$ cat src/rtl/core/drb_pkg.sv
// ----------------------------------------------------------------------------
// drb_pkg
// Shared widths, constants and types of the daylight ramp brightness block.
// ----------------------------------------------------------------------------
package drb_pkg;

	// Fraction bits of the ramp progress t.
	localparam int FRAC_BITS = 16;

	localparam int HOUR_W   = 5;
	localparam int MINUTE_W = 6;
	localparam int MIN_W    = 11;
	localparam int PCT_W    = 7;
	localparam int REM_W    = MIN_W + 1;

	localparam int T_W  = FRAC_BITS;
	localparam int U_W  = FRAC_BITS + 1;
	localparam int PR_W = 2 * FRAC_BITS + 2;
	localparam int P_W  = FRAC_BITS + 9;
	localparam int Q_W  = FRAC_BITS + 7;
	localparam int X_W  = 14;

	localparam int MINUTES_PER_HOUR = 60;

	localparam logic [U_W-1:0] ONE_Q  = U_W'(1) << FRAC_BITS;
	localparam logic [Q_W-1:0] FULL_Q = Q_W'(100) << FRAC_BITS;

	// Bezier weights scaled by 100: 3*0.42, 3*0.58 and 1.
	localparam int W_RISE = 126;
	localparam int W_FALL = 174;
	localparam int W_CUBE = 100;

	// floor(x / 100) as (x * RECIP) >> RECIP_SHIFT, exact for x below 2^14.
	localparam int RECIP_W     = 13;
	localparam int RECIP       = 5243;
	localparam int RECIP_SHIFT = 19;

	localparam logic [PCT_W-1:0] PCT_MAX = PCT_W'(100);

	// Configuration register indices (paddr[4:2]).
	typedef enum logic [2:0] {
		IDX_ON         = 3'd0,
		IDX_PEAK_START = 3'd1,
		IDX_PEAK_END   = 3'd2,
		IDX_OFF        = 3'd3,
		IDX_PEAK_WHITE = 3'd4,
		IDX_PEAK_BLUE  = 3'd5,
		IDX_PEAK_UV    = 3'd6
	} cfg_idx_t;

	localparam logic [MIN_W-1:0] RST_ON         = MIN_W'(480);
	localparam logic [MIN_W-1:0] RST_PEAK_START = MIN_W'(600);
	localparam logic [MIN_W-1:0] RST_PEAK_END   = MIN_W'(960);
	localparam logic [MIN_W-1:0] RST_OFF        = MIN_W'(1200);
	localparam logic [PCT_W-1:0] RST_PEAK       = PCT_W'(100);

	typedef enum logic [1:0] {
		REGION_DARK,
		REGION_PEAK,
		REGION_RISE,
		REGION_FALL
	} region_t;

	typedef struct packed {
		logic    valid;
		region_t region;
	} ctl_t;

	typedef struct packed {
		logic [MIN_W-1:0] on_min;
		logic [MIN_W-1:0] peak_start;
		logic [MIN_W-1:0] peak_end;
		logic [MIN_W-1:0] off_min;
	} sched_t;

	typedef struct packed {
		logic [PCT_W-1:0] white;
		logic [PCT_W-1:0] blue;
		logic [PCT_W-1:0] uv;
	} peaks_t;

endpackage

$ cat src/rtl/core/drb_sched.sv
// ----------------------------------------------------------------------------
// drb_sched
// Minute of day and schedule region, with elapsed time and ramp length.
// ----------------------------------------------------------------------------
module drb_sched (
	input  logic                          clk,
	input  logic                          arst_n,
	input  logic                          en,
	input  logic                          in_valid,
	input  logic [drb_pkg::HOUR_W-1:0]    hour,
	input  logic [drb_pkg::MINUTE_W-1:0]  minute,
	input  drb_pkg::sched_t               sched,
	output drb_pkg::ctl_t                 ctl,
	output logic [drb_pkg::MIN_W-1:0]     elapsed,
	output logic [drb_pkg::MIN_W-1:0]     span
);
	import drb_pkg::*;

	logic             valid_s1;
	logic [MIN_W-1:0] mod_s1;
	ctl_t             ctl_s2;
	logic [MIN_W-1:0] elapsed_s2;
	logic [MIN_W-1:0] span_s2;
	region_t          region;
	logic [MIN_W-1:0] elapsed_d;
	logic [MIN_W-1:0] span_d;

	always_comb begin
		region    = REGION_DARK;
		elapsed_d = '0;
		span_d    = '0;
		if (mod_s1 < sched.on_min || mod_s1 >= sched.off_min) begin
			region = REGION_DARK;
		end else if (mod_s1 >= sched.peak_start && mod_s1 < sched.peak_end) begin
			region = REGION_PEAK;
		end else if (mod_s1 < sched.peak_start) begin
			region    = REGION_RISE;
			elapsed_d = mod_s1 - sched.on_min;
			span_d    = sched.peak_start - sched.on_min;
		end else if (mod_s1 >= sched.peak_end) begin
			region    = REGION_FALL;
			elapsed_d = mod_s1 - sched.peak_end;
			span_d    = sched.off_min - sched.peak_end;
		end
	end

	always_ff @(posedge clk or negedge arst_n) begin
		if (!arst_n) begin
			valid_s1      <= 1'b0;
			ctl_s2.valid  <= 1'b0;
			ctl_s2.region <= REGION_DARK;
		end else if (en) begin
			valid_s1      <= in_valid;
			ctl_s2.valid  <= valid_s1;
			ctl_s2.region <= region;
		end
	end

	always_ff @(posedge clk) begin
		if (en) begin
			mod_s1 <= MIN_W'(hour) * MIN_W'(MINUTES_PER_HOUR) + MIN_W'(minute);
			elapsed_s2    <= elapsed_d;
			span_s2       <= span_d;
		end
	end

	assign ctl     = ctl_s2;
	assign elapsed = elapsed_s2;
	assign span    = span_s2;

endmodule

$ cat config.mk
export PLATFORM = sky130hd
export DESIGN_NAME = drb_sched
export DESIGN_NICKNAME = d
export VERILOG_FILES = /design/src/rtl/core/drb_pkg.sv /design/src/rtl/core/drb_sched.sv
export SDC_FILE = /design/constraint.sdc
export NUM_CORES = 1
export LEC_CHECK = 0
export BUFFER_PORTS_ARGS = -buffer_cell sky130_fd_sc_hd__buf_2
export CAP_MARGIN = 20
export CORE_UTILIZATION = 53
export CTS_BUF_LIST = sky130_fd_sc_hd__clkbuf_8
export CTS_CLUSTER_DIAMETER = 60
export DETAILED_ROUTE_END_ITERATION = 10
export PLACE_DENSITY = 0.8
export SYNTH_ARGS = -nofsm -noshare
export SYNTH_HDL_FRONTEND = slang
export SYNTH_SLANG_ARGS = --single-unit
$ cat constraint.sdc
create_clock -name clk -period 2.6 [get_ports clk]
set_input_delay 0.13 -clock clk [delete_from_list [all_inputs] [get_ports clk]]
set_output_delay 0.13 -clock clk [all_outputs]
set_load 0.005 [all_outputs]
== Word-level counts from Yosys, hierarchy flattened ==
Index checks and enable logic that the tools add are counted.

* Muxes and demuxes: 8
* Shifts and indexed selects: 0
* Bitwise gates (word level): 0
* Multipliers: 1
* Add/subtract/negate cells: 5
* Magnitude comparators: 6
* Equality and inequality tests: 0
* Reductions and logical operators: 3
* Div/mod/pow operators: 0

{| class="wikitable"
|+ Operators by type and width
! kind !! count
|-
| $mux 11 || 4
|-
| $sub 11x11->11 || 4
|-
| $ge 11x11->1 || 3
|-
| $lt 11x11->1 || 3
|-
| $add 11x6->11 || 1
|-
| $mul 5x4->9 const B || 1
|-
| $mux 2 || 4
|-
| $reduce_or 2->1 || 1
|-
| $logic_and 1x1->1 || 1
|-
| $logic_or 1x1->1 || 1
|}

* Latch bits: 0
* Flip-flop bits (word level): 37
* Memories kept: 0
* Bits in read-only memories: 0
* RAM bits: 0
* Input port bits: 59

== Logic depth before layout (Yosys ltp) ==
Gate-level depths: netlist of run 1.

* Word-level depth: 5
* Gate-level depth with buffers: 11
* Depth with buffers taken out: 11

== Worst setup path before layout of run 1 ==
OpenSTA, ideal clock, no wires.

* Path kind: input to register
* From: in hour[3] (netlist name)
* To: reg mod_s1[10], data pin
* Data required time: 2.325 ns
* Data arrival time: 2.752 ns
* Path buffers: 0
* Cell stages on the path: 11
* Slack: -0.426 ns
* Path through: inv_1 -> fa_1 -> fa_1 -> inv_1 -> ha_1 -> nor2b_1 -> o21ai_0 -> a21boi_0 -> o211a_1 -> a2111oi_0 -> xor2_1

* Word-level cells in the longest chain between the ends: 2

{| class="wikitable"
|+ RTL lines
! what !! RTL line !! RTL
|-
| start: declaration || drb_sched.sv:10 || <nowiki>input logic [drb_pkg::HOUR_W-1:0] hour,</nowiki>
|-
| $mul 5x4->9 || drb_sched.sv:61 || <nowiki>mod_s1 <= MIN_W'(hour) * MIN_W'(MINUTES_PER_HOUR) + MIN_W'(minute);</nowiki>
|-
| $add 11x6->11 || drb_sched.sv:61 ||
|-
| end signal: assignment || drb_sched.sv:61 ||
|-
| end: declaration || drb_sched.sv:20 || <nowiki>logic [MIN_W-1:0] mod_s1;</nowiki>
|}

No other way between the ends.
A chain may end at the register's enable or synchronous reset.

== Worst setup path in the final report of run 1 ==
* From: in hour[0] (netlist name)
* To: reg mod_s1[7], data pin

The elaborated chain is that of the path after synthesis.

==> flow_results.xml, run 1 <==
<?xml version="1.0" encoding="UTF-8"?>
<metrics>
  <group name="drt">
    <metric name="number_of_drc_violations_after_detailed_routing_iteration_0" unit="">341</metric>
    <metric name="postRouteWirelength" unit="um">15200</metric>
    <metric name="detail_route.drc_violations" unit="">0</metric>
    <metric name="avgRoutedWirePerCell" unit="um">18.8</metric>
    <metric name="firstDrtPassIters" unit="">5</metric>
    <metric name="vias_per_cell" unit="">6.00</metric>
    <metric name="drt.antenna.violating_nets" unit="">0</metric>
    <metric name="routed-via-count" unit="">4842</metric>
  </group>
  <group name="synth">
    <metric name="syn_area" unit="um2">4720</metric>
    <metric name="netlist.top_cell.by_area" unit="">sky130_fd_sc_hd__ha_1</metric>
    <metric name="synth_common_cells" unit="">sky130_fd_sc_hd__inv_1 (82), sky130_fd_sc_hd__ha_1 (80), sky130_fd_sc_hd__edfxtp_1 (33)</metric>
    <metric name="synth_top_area_share" unit="">0.212</metric>
    <metric name="syn_area_per_cell" unit="um2">8.81</metric>
    <metric name="ys_seq_elements" unit="">37</metric>
    <metric name="synth_fp_nets" unit="">687</metric>
    <metric name="synth-seq-area-share" unit="">0.231</metric>
    <metric name="syn_inst" unit="">536</metric>
    <metric name="count_of_yosys_warnings_during_synthesis" unit="">0</metric>
    <metric name="synth-edff-count" unit="">33</metric>
    <metric name="synth_ff_type" unit="">sky130_fd_sc_hd__edfxtp_1</metric>
    <metric name="synth.lib_cells_used.distinct" unit="">64</metric>
    <metric name="async_reset_ff_frac" unit="">0.108</metric>
    <metric name="synth.most_common_cell" unit="">sky130_fd_sc_hd__inv_1</metric>
    <metric name="top_post_synthesis_cells_by_area" unit="">sky130_fd_sc_hd__ha_1 (21%), sky130_fd_sc_hd__edfxtp_1 (21%), sky130_fd_sc_hd__inv_1 (6.5%), sky130_fd_sc_hd__fa_1 (5.1%), sky130_fd_sc_hd__xnor2_1 (3.2%)</metric>
  </group>
  <group name="finish">
    <metric name="layout.area.seq" unit="um2">1090</metric>
    <metric name="final_util" unit="">0.762</metric>
    <metric name="area_of_the_multi_input_gates" unit="um2">3800</metric>
    <metric name="finalNetCount" unit="">849</metric>
    <metric name="syn_to_final_growth" unit="%">40.1</metric>
    <metric name="num-fill-cells" unit="">601</metric>
    <metric name="diodes" unit="">0</metric>
    <metric name="drive_above_1_share" unit="">0.366</metric>
  </group>
  <group name="setup_path">
    <metric name="slowest_stage" unit="">sky130_fd_sc_hd__fa_1</metric>
    <metric name="cpPeakStageDelay" unit="ps">560</metric>
    <metric name="critical_path.n_buffers_inverters" unit="">4</metric>
    <metric name="worst-endpoint-arrival" unit="ps">2750</metric>
    <metric name="worstPathCellList" unit="">buf_6 &gt; fa_1 &gt; inv_2 &gt; fa_1 &gt; fa_1 &gt; inv_2 &gt; ha_4 &gt; nor2b_4 &gt; o21a_1 &gt; buf_4 &gt; xor2_1</metric>
    <metric name="r2r_start" unit="">mod_s1[2]$_DFFE_PP_</metric>
    <metric name="critical_path_peak_fanout" unit="">3</metric>
    <metric name="timing.critical_path.required" unit="ps">2650</metric>
    <metric name="cp-start-kind" unit="">input pin</metric>
    <metric name="critical_path_class" unit="">input pin to flip-flop</metric>
    <metric name="timing.critical_path.mode_cell" unit="">sky130_fd_sc_hd__fa_1</metric>
    <metric name="critPathLaunch" unit="">hour[0]</metric>
    <metric name="timing.critical_path.max_delay_family" unit="">adder cells</metric>
    <metric name="cp-end-kind" unit="">flip-flop</metric>
    <metric name="rrSetupSlack" unit="ps">-40</metric>
  </group>
  <group name="pwr">
    <metric name="power_density" unit="nW/um2">786</metric>
    <metric name="total_power" unit="mW">5.20</metric>
    <metric name="p_leak" unit="nW">3.12</metric>
    <metric name="vdd.ir_drop.worst" unit="mV">0.371</metric>
  </group>
  <group name="floorplan">
    <metric name="fp.dieArea" unit="um2">9290</metric>
    <metric name="fp.coreArea" unit="um2">8680</metric>
    <metric name="io_pins" unit="">84</metric>
    <metric name="initial_util" unit="">0.544</metric>
    <metric name="floorplan.die.height" unit="um">96.4</metric>
    <metric name="num_rows" unit="">34</metric>
    <metric name="die_x" unit="um">96.4</metric>
  </group>
  <group name="hold_path">
    <metric name="worst_hold_path_type" unit="">input pin to flip-flop</metric>
    <metric name="holdCritStartpoint" unit="">minute[0]</metric>
  </group>
  <group name="sta">
    <metric name="timing.final.crit_period" unit="ps">2690</metric>
    <metric name="tightestPinTransition" unit="ps">639</metric>
    <metric name="layout_setup_ws" unit="ps">-91.1</metric>
    <metric name="worst_hold_slack" unit="ps">14.9</metric>
    <metric name="report.final.setup_viol" unit="">7</metric>
    <metric name="timing.setup.tns" unit="ps">-268</metric>
    <metric name="crit_share_post_route" unit="">1.04</metric>
    <metric name="setup_repair_after_global_routing_missed_its_margin" unit="">yes</metric>
    <metric name="final-max-slew-violation-count" unit="">0</metric>
    <metric name="timing_hold_violations_final" unit="">0</metric>
    <metric name="fmax" unit="MHz">372</metric>
    <metric name="final.setup_skew" unit="ps">8.42</metric>
    <metric name="slew_headroom" unit="">0.568</metric>
  </group>
  <group name="global_routing">
    <metric name="first_global_vias" unit="">4466</metric>
    <metric name="met1_usage" unit="">0.394</metric>
    <metric name="track_usage" unit="">0.306</metric>
    <metric name="initial_antenna_violation_count" unit="">0</metric>
    <metric name="wire_length_of_the_first_global_routing_pass" unit="um">21500</metric>
    <metric name="gr-total-overflow" unit="">0</metric>
    <metric name="globalRouteMet3Util" unit="">0.0321</metric>
    <metric name="grt_max_degree" unit="">24</metric>
    <metric name="gr-usage-met2" unit="">0.541</metric>
    <metric name="global_route.peak_usage_layer" unit="">met2</metric>
  </group>
  <group name="cts">
    <metric name="clock_tree.root_cell" unit="">sky130_fd_sc_hd__clkbuf_8</metric>
    <metric name="clock_sink_count" unit="">37</metric>
    <metric name="clk_path_buf_depth" unit="">2</metric>
    <metric name="clk-insertion-delay-late" unit="ps">300</metric>
    <metric name="cts_tree" unit="">done</metric>
    <metric name="clock_tree.htree_level_count" unit="">2</metric>
    <metric name="cts_inserted_buffers" unit="">5</metric>
    <metric name="clk_transition_reported_paths" unit="ps">80</metric>
  </group>
  <group name="run_status">
    <metric name="violated_checks" unit="">setup timing</metric>
    <metric name="status" unit="">finished with violations</metric>
  </group>
  <group name="placed_design">
    <metric name="placement.io_buffers" unit="">83</metric>
    <metric name="gp_routability_congestion" unit="">0.966</metric>
    <metric name="pre_cts_ws" unit="ps">-475</metric>
    <metric name="dpl.hpwl" unit="um">11100</metric>
  </group>
  <group name="job">
    <metric name="drv_cap" unit="">0</metric>
  </group>
</metrics>
[metrics by stage]
step | cells | area [um2]
6_report | 807 | 6610
5_1_grt | 807 | 6610
4_1_cts | 785 | 5940
3_5_place_dp | 773 | 5690
3_3_place_gp | 773 | 5690
2_1_floorplan | 536 | 4760
[flip-flops by register name, summed over array words and instances (netlist names)]
register,flops
elapsed,11
mod_s1,11
span,11
ctl,3
valid_s1,1
[layer usage]
layer  part of all wire  wire length [um]  vias up
met1               0.40              6000     2261
met3              0.071              1080       53
li1                   -                 -     2289
met5                  0                 0        -
met4              0.038               580        0
met2               0.50              7510      239
[cells in the final DEF, fill, tap and decap left out, types with 3 or more instances in the layout]
| cell type | Yosys | layout |
|---|---|---|
| sky130_fd_sc_hd__buf_2 | 0 | 81 |
| sky130_fd_sc_hd__inv_1 | 82 | 78 |
| sky130_fd_sc_hd__ha_1 | 80 | 69 |
| sky130_fd_sc_hd__buf_4 | 0 | 63 |
| sky130_fd_sc_hd__edfxtp_1 | 33 | 33 |
| sky130_fd_sc_hd__nor2_1 | 25 | 25 |
| sky130_fd_sc_hd__o21ai_0 | 28 | 23 |
| sky130_fd_sc_hd__nand2_1 | 22 | 22 |
| sky130_fd_sc_hd__a21oi_1 | 29 | 22 |
| sky130_fd_sc_hd__nor3_1 | 28 | 21 |
| sky130_fd_sc_hd__xnor2_1 | 17 | 15 |
| sky130_fd_sc_hd__buf_6 | 1 | 13 |
| sky130_fd_sc_hd__xor2_1 | 13 | 12 |
| sky130_fd_sc_hd__nand3_1 | 15 | 12 |
| sky130_fd_sc_hd__o21a_1 | 11 | 11 |
| sky130_fd_sc_hd__fa_1 | 12 | 11 |
| sky130_fd_sc_hd__a21o_1 | 10 | 10 |
| sky130_fd_sc_hd__ha_4 | 0 | 10 |
| sky130_fd_sc_hd__nor2b_1 | 10 | 8 |
| sky130_fd_sc_hd__nor3_2 | 0 | 7 |
| sky130_fd_sc_hd__o211a_1 | 6 | 6 |
| sky130_fd_sc_hd__a21oi_2 | 0 | 6 |
| sky130_fd_sc_hd__a22oi_2 | 0 | 6 |
| sky130_fd_sc_hd__nand3b_1 | 5 | 5 |
| sky130_fd_sc_hd__a211oi_2 | 0 | 5 |
| sky130_fd_sc_hd__nand2b_1 | 5 | 5 |
| sky130_fd_sc_hd__clkbuf_8 | 0 | 5 |
| sky130_fd_sc_hd__nand4_1 | 4 | 4 |
| sky130_fd_sc_hd__o21ai_1 | 0 | 4 |
| sky130_fd_sc_hd__dfrtp_1 | 4 | 4 |
| sky130_fd_sc_hd__a2bb2oi_1 | 6 | 3 |
| sky130_fd_sc_hd__or4_1 | 3 | 3 |
| sky130_fd_sc_hd__or3_1 | 3 | 3 |
| sky130_fd_sc_hd__a32oi_2 | 0 | 3 |
| sky130_fd_sc_hd__a32oi_1 | 6 | 3 |
[logic make-up after synthesis]
kind of cell             count (synthesis)  synth area share
XOR/XNOR                                30            0.0557
buffers and inverters                   90            0.0732
multiplexers                             2           0.00477
adder cells (fa/ha/maj)                 92             0.263
AND/OR/NAND/NOR                        139             0.155
flip-flops                              37             0.231
AO/OA/AOI/OAI                          146             0.217
[path summary, 6_finish.rpt]
check                      depth (start not counted)               endpoint
min in group asynchronous                          2     ctl[1]$_DFFE_PN0P_
max reg2reg                                        9  span[8]$_SDFFCE_PP0P_
min                                                1    mod_s1[0]$_DFFE_PP_
min reg2reg                                        2     ctl[1]$_DFFE_PN0P_
max                                               11    mod_s1[7]$_DFFE_PP_
max in group asynchronous                          2     ctl[0]$_DFFE_PN0P_
[final cells by class]
type	count	share of cell area
multi-input combinational	409	0.575
timing repair buffer	163	0.172
sequential	37	0.165
inverter	82	0.0477
tap	108	0.0204
clock buffer	5	0.0104
clock inverter	3	0.00984
[power by group]
group	leakage, nW	internal [mW]	switching, mW
clock network	0.0681	0.382	0.238
registers	0.391	0.831	0.0705
logic	2.66	1.78	1.90
[timing repair]
action,4_1_cts,5_1_grt
buffers inserted,3,17
cloned,0,5
gates resized for setup,19,84
endpoints found under the hold margin,4,1
pin swaps,11,28
setup endpoints to repair,24,28
hold buffers,1,1
No activity file was read; power rests on OpenSTA's default activity.
==> inputs of run 2 (changes only) <==
Settings changed: CORE_MARGIN set to 3, CORE_UTILIZATION 53 to 59, PLACE_DENSITY 0.8 to 0.85.
Clock period 2.6 ns to 2.5 ns, I/O delays scaled along.
==> run 2 against run 1 <==
The run now fails in global routing. Area after synthesis unchanged. Synthesized cell count unchanged.
==> flow_results.xml, run 2 <==
<?xml version="1.0" encoding="UTF-8"?>
<metrics>
  <group name="global_routing">
    <metric name="gr-total-overflow" unit="">3</metric>
    <metric name="track_usage" unit="">0.651</metric>
    <metric name="grt_max_degree" unit="">31</metric>
  </group>
  <group name="synth">
    <metric name="synth_top_family_by_area" unit="">adder cells</metric>
    <metric name="synthMuxAreaShare" unit="">0.00477</metric>
    <metric name="synth-seq-area-share" unit="">0.231</metric>
    <metric name="synth_fp_nets" unit="">687</metric>
    <metric name="syn_area_per_cell" unit="um2">8.81</metric>
    <metric name="synth-compound-area-share" unit="">0.217</metric>
    <metric name="synthSimpleGateAreaFrac" unit="">0.155</metric>
    <metric name="syn_area" unit="um2">4720</metric>
    <metric name="top_post_synthesis_cells_by_area" unit="">sky130_fd_sc_hd__ha_1 (21%), sky130_fd_sc_hd__edfxtp_1 (21%), sky130_fd_sc_hd__inv_1 (6.5%), sky130_fd_sc_hd__fa_1 (5.1%), sky130_fd_sc_hd__xnor2_1 (3.2%)</metric>
    <metric name="synth_top_area_share" unit="">0.212</metric>
    <metric name="ys_seq_elements" unit="">37</metric>
    <metric name="synth_ff_type" unit="">sky130_fd_sc_hd__edfxtp_1</metric>
    <metric name="synth.lib_cells_used.distinct" unit="">64</metric>
    <metric name="synth_adder_area_share" unit="">0.263</metric>
    <metric name="count_of_yosys_warnings_during_synthesis" unit="">0</metric>
    <metric name="synth.most_common_cell" unit="">sky130_fd_sc_hd__inv_1</metric>
    <metric name="synth_xor_xnor_area_share" unit="">0.0557</metric>
    <metric name="async_reset_ff_frac" unit="">0.108</metric>
    <metric name="synth_common_cells" unit="">sky130_fd_sc_hd__inv_1 (82), sky130_fd_sc_hd__ha_1 (80), sky130_fd_sc_hd__edfxtp_1 (33)</metric>
    <metric name="syn_inst" unit="">536</metric>
    <metric name="synth-edff-count" unit="">33</metric>
    <metric name="netlist.top_cell.by_area" unit="">sky130_fd_sc_hd__ha_1</metric>
  </group>
  <group name="floorplan">
    <metric name="io_pins" unit="">84</metric>
    <metric name="initial_util" unit="">0.631</metric>
    <metric name="die_x" unit="um">95.5</metric>
    <metric name="floorplan.die.height" unit="um">95.5</metric>
    <metric name="num_rows" unit="">31</metric>
  </group>
  <group name="placed_design">
    <metric name="placement.io_buffers" unit="">83</metric>
    <metric name="dpl.hpwl" unit="um">11900</metric>
    <metric name="placed_area" unit="um2">5760</metric>
    <metric name="gp_routability_congestion" unit="">0.929</metric>
    <metric name="pre_cts_ws" unit="ps">-620</metric>
  </group>
  <group name="run_status">
    <metric name="error" unit="">[ERROR GRT-0232] Routing congestion too high. Check the congestion heatmap in the GUI.</metric>
    <metric name="status" unit="">stopped before the end</metric>
    <metric name="stop_stage" unit="">global routing</metric>
  </group>
  <group name="cts">
    <metric name="clock_tree.root_cell" unit="">sky130_fd_sc_hd__clkbuf_8</metric>
    <metric name="cts_inserted_buffers" unit="">5</metric>
    <metric name="clock_tree.htree_level_count" unit="">2</metric>
    <metric name="clock_sink_count" unit="">37</metric>
    <metric name="clk_path_buf_depth" unit="">2</metric>
  </group>
  <group name="sta">
    <metric name="worst_endpoint_kind" unit="">sequential cell input</metric>
    <metric name="grt_repair_worst_endpoint" unit="">mod_s1[9]$_DFFE_PP_/D</metric>
  </group>
</metrics>
==> run 2: cell counts after synthesis <==
No cell type changed its count.
==> run 2: timing repair <==
action,CTS
endpoints found under the hold margin,4
hold buffers,1
resized for setup,45
buffers inserted,14
endpoints found under the setup margin,27
pin swaps,19
==> run 2: cells by family after synthesis <==
family          count (synthesis)
xor+xnor                       30
flops                          37
simple gates                  139
mux                             2
compound gates                146
buf+inv                        90
fa+ha+maj                      92
==> run 2: routing by layer <==
layer  overflow  global-route usage
met5          0              0.0655
met3          0               0.456
met1          0               0.653
met2          1               0.844
met4          2               0.661
==> run 2: through the flow <==
step,cells,setup TNS (ps),utilization,hold WS [ps]
2_1_floorplan,536,-987,-,-171
3_3_place_gp,772,-2860,0.770,-65.6
3_5_place_dp,772,-4520,0.770,-63.4
4_1_cts,795,-653,0.836,7.71
==> inputs of run 3 (changes only) <==
Settings changed: CORE_UTILIZATION 59 to 40, CTS_BUF_LIST sky130_fd_sc_hd__clkbuf_8 to unset, CTS_CLUSTER_DIAMETER 60 to unset, PLACE_DENSITY 0.85 to unset, PLACE_DENSITY_LB_ADDON set to 0.15.
==> run 3 against run 2 <==
The flow now finishes, with violations (setup timing).
==> flow_results.xml, run 3 (same netlist as run 1, synthesis figures left out) <==
<?xml version="1.0" encoding="UTF-8"?>
<metrics>
  <group name="drt">
    <metric name="routed-via-count" unit="">4792</metric>
    <metric name="number_of_drc_violations_after_detailed_routing_iteration_0" unit="">312</metric>
    <metric name="avgRoutedWirePerCell" unit="um">17.9</metric>
    <metric name="detail_route.drc_violations" unit="">0</metric>
    <metric name="postRouteWirelength" unit="um">15400</metric>
    <metric name="firstDrtPassIters" unit="">5</metric>
    <metric name="vias_per_cell" unit="">5.57</metric>
    <metric name="drt.antenna.violating_nets" unit="">0</metric>
  </group>
  <group name="finish">
    <metric name="layout.area.seq" unit="um2">1090</metric>
    <metric name="most-common-layout-cells" unit="">sky130_fd_sc_hd__buf_2 (81), sky130_fd_sc_hd__inv_1 (79), sky130_fd_sc_hd__ha_1 (72)</metric>
    <metric name="stdcell_area" unit="um2">7050</metric>
    <metric name="final_util" unit="">0.615</metric>
    <metric name="drive_above_1_share" unit="">0.409</metric>
    <metric name="area_of_the_multi_input_gates" unit="um2">3980</metric>
    <metric name="diodes" unit="">0</metric>
    <metric name="num-fill-cells" unit="">945</metric>
    <metric name="finalNetCount" unit="">867</metric>
    <metric name="layout_commonest_cell" unit="">sky130_fd_sc_hd__buf_2</metric>
    <metric name="syn_to_final_growth" unit="%">49.3</metric>
  </group>
  <group name="sta">
    <metric name="final-max-slew-violation-count" unit="">0</metric>
    <metric name="fmax" unit="MHz">374</metric>
    <metric name="setup_repair_after_global_routing_missed_its_margin" unit="">yes</metric>
    <metric name="worst_hold_slack" unit="ps">16.9</metric>
    <metric name="final.setup_skew" unit="ps">3.64</metric>
    <metric name="report.final.setup_viol" unit="">22</metric>
    <metric name="crit_share_post_route" unit="">1.07</metric>
    <metric name="slew_headroom" unit="">0.565</metric>
    <metric name="layout_setup_ws" unit="ps">-173</metric>
    <metric name="timing.final.crit_period" unit="ps">2670</metric>
    <metric name="tightestPinTransition" unit="ps">646</metric>
    <metric name="timing_hold_violations_final" unit="">0</metric>
  </group>
  <group name="floorplan">
    <metric name="io_pins" unit="">84</metric>
    <metric name="initial_util" unit="">0.412</metric>
    <metric name="fp.dieArea" unit="um2">13100</metric>
    <metric name="floorplan.die.height" unit="um">115</metric>
    <metric name="num_rows" unit="">39</metric>
    <metric name="fp.coreArea" unit="um2">11500</metric>
    <metric name="die_x" unit="um">115</metric>
  </group>
  <group name="cts">
    <metric name="cts_tree" unit="">done</metric>
    <metric name="clock_tree.root_cell" unit="">sky130_fd_sc_hd__clkbuf_16</metric>
    <metric name="clk_path_buf_depth" unit="">2</metric>
    <metric name="clock_sink_count" unit="">37</metric>
    <metric name="clk_transition_reported_paths" unit="ps">60</metric>
    <metric name="cts_inserted_buffers" unit="">5</metric>
    <metric name="clock_tree.htree_level_count" unit="">2</metric>
    <metric name="clk-insertion-delay-late" unit="ps">280</metric>
  </group>
  <group name="pwr">
    <metric name="vdd.ir_drop.worst" unit="mV">0.404</metric>
    <metric name="power_density" unit="nW/um2">840</metric>
    <metric name="p_leak" unit="nW">3.28</metric>
    <metric name="total_power" unit="mW">5.92</metric>
  </group>
  <group name="global_routing">
    <metric name="gr-total-overflow" unit="">0</metric>
    <metric name="track_usage" unit="">0.224</metric>
    <metric name="first_global_vias" unit="">4758</metric>
    <metric name="grt_max_degree" unit="">22</metric>
    <metric name="wire_length_of_the_first_global_routing_pass" unit="um">23200</metric>
    <metric name="initial_antenna_violation_count" unit="">0</metric>
  </group>
  <group name="setup_path">
    <metric name="critical_path_peak_fanout" unit="">2</metric>
    <metric name="cp-start-kind" unit="">input pin</metric>
    <metric name="timing.critical_path.required" unit="ps">2530</metric>
    <metric name="worstPathCellList" unit="">buf_6 &gt; fa_1 &gt; inv_1 &gt; fa_1 &gt; inv_1 &gt; ha_1 &gt; a21o_1 &gt; a21oi_2 &gt; or4b_4 &gt; o2111ai_2 &gt; nand4_1 &gt; xor2_1</metric>
    <metric name="worst-endpoint-arrival" unit="ps">2700</metric>
    <metric name="cpPeakStageDelay" unit="ps">550</metric>
    <metric name="slowest_stage" unit="">sky130_fd_sc_hd__fa_1</metric>
    <metric name="critical_path_class" unit="">input pin to flip-flop</metric>
    <metric name="cp-end-kind" unit="">flip-flop</metric>
  </group>
  <group name="run_status">
    <metric name="violated_checks" unit="">setup timing</metric>
    <metric name="status" unit="">finished with violations</metric>
  </group>
  <group name="placed_design">
    <metric name="placed_area" unit="um2">5910</metric>
    <metric name="gp_routability_congestion" unit="">0.892</metric>
    <metric name="placement.io_buffers" unit="">83</metric>
    <metric name="dpl.hpwl" unit="um">11900</metric>
  </group>
  <group name="hold_path">
    <metric name="worst_hold_path_type" unit="">input pin to flip-flop</metric>
  </group>
  <group name="job">
    <metric name="drv_cap" unit="">0</metric>
  </group>
</metrics>
## run 3: worst max-delay path: cells and delay by family
family	cells	cell delay (ps)
fa+ha+maj	3	1330
buf+inv	3	200
xor+xnor	1	160
compound gates	3	270
simple gates	2	600
## run 3: final cells by class
class	count	share of cell area
clock buffer	6	0.0183
clock inverter	2	0.00142
inverter	82	0.0447
multi-input combinational	409	0.565
sequential	37	0.155
tap	143	0.0254
timing repair buffer	181	0.190
## run 3: final timing paths
check / from / end / slack (ps) / depth (start not counted)
min in group asynchronous: arst_n / valid_s1$_DFFE_PN0P_ / 170 / 2
max in group asynchronous: arst_n / ctl[1]$_DFFE_PN0P_ / 2220 / 2
min reg2reg: ctl[2]$_DFFE_PN0P_ / ctl[2]$_DFFE_PN0P_ / 500 / 1
max: hour[0] / mod_s1[10]$_DFFE_PP_ / -170 / 12
max reg2reg: mod_s1[2]$_DFFE_PP_ / span[8]$_SDFFCE_PP0P_ / -130 / 12
min: minute[1] / mod_s1[1]$_DFFE_PP_ / 20 / 1
## run 3: power by group
part | switching [mW] | internal (mW)
Sequential | 0.0646 | 0.865
Clock | 0.260 | 0.367
Combinational | 2.19 | 2.18
## run 3: metrics by stage
| step | worst slack, ps | instances | TNS (ps) |
|---|---|---|---|
| 3_3_place_gp | -526 | 829 | -3500 |
| 3_5_place_dp | -564 | 829 | -4870 |
| 4_1_cts | -194 | 849 | -579 |
| 6_report | -173 | 860 | -1390 |
| 5_1_grt | -333 | 860 | -3800 |
| 2_1_floorplan | -347 | 536 | -987 |
## run 3: per-layer routing
metal | routed length [um] | global-route usage
met3 | 876 | 0.0280
met5 | 0 | 0
met4 | 280 | 0.0681
met2 | 7870 | 0.399
met1 | 6370 | 0.279
## run 3: what timing repair did
| item | in CTS | in global routing |
|---|---|---|
| endpoints found under the hold margin | 4 | 0 |
| pin swaps | 29 | 42 |
| gates resized for setup | 59 | 93 |
| buffers inserted | 10 | 12 |
| hold buffers | 1 | 0 |
| endpoints found under the setup margin | 28 | 29 |
| cloned | 2 | 2 |
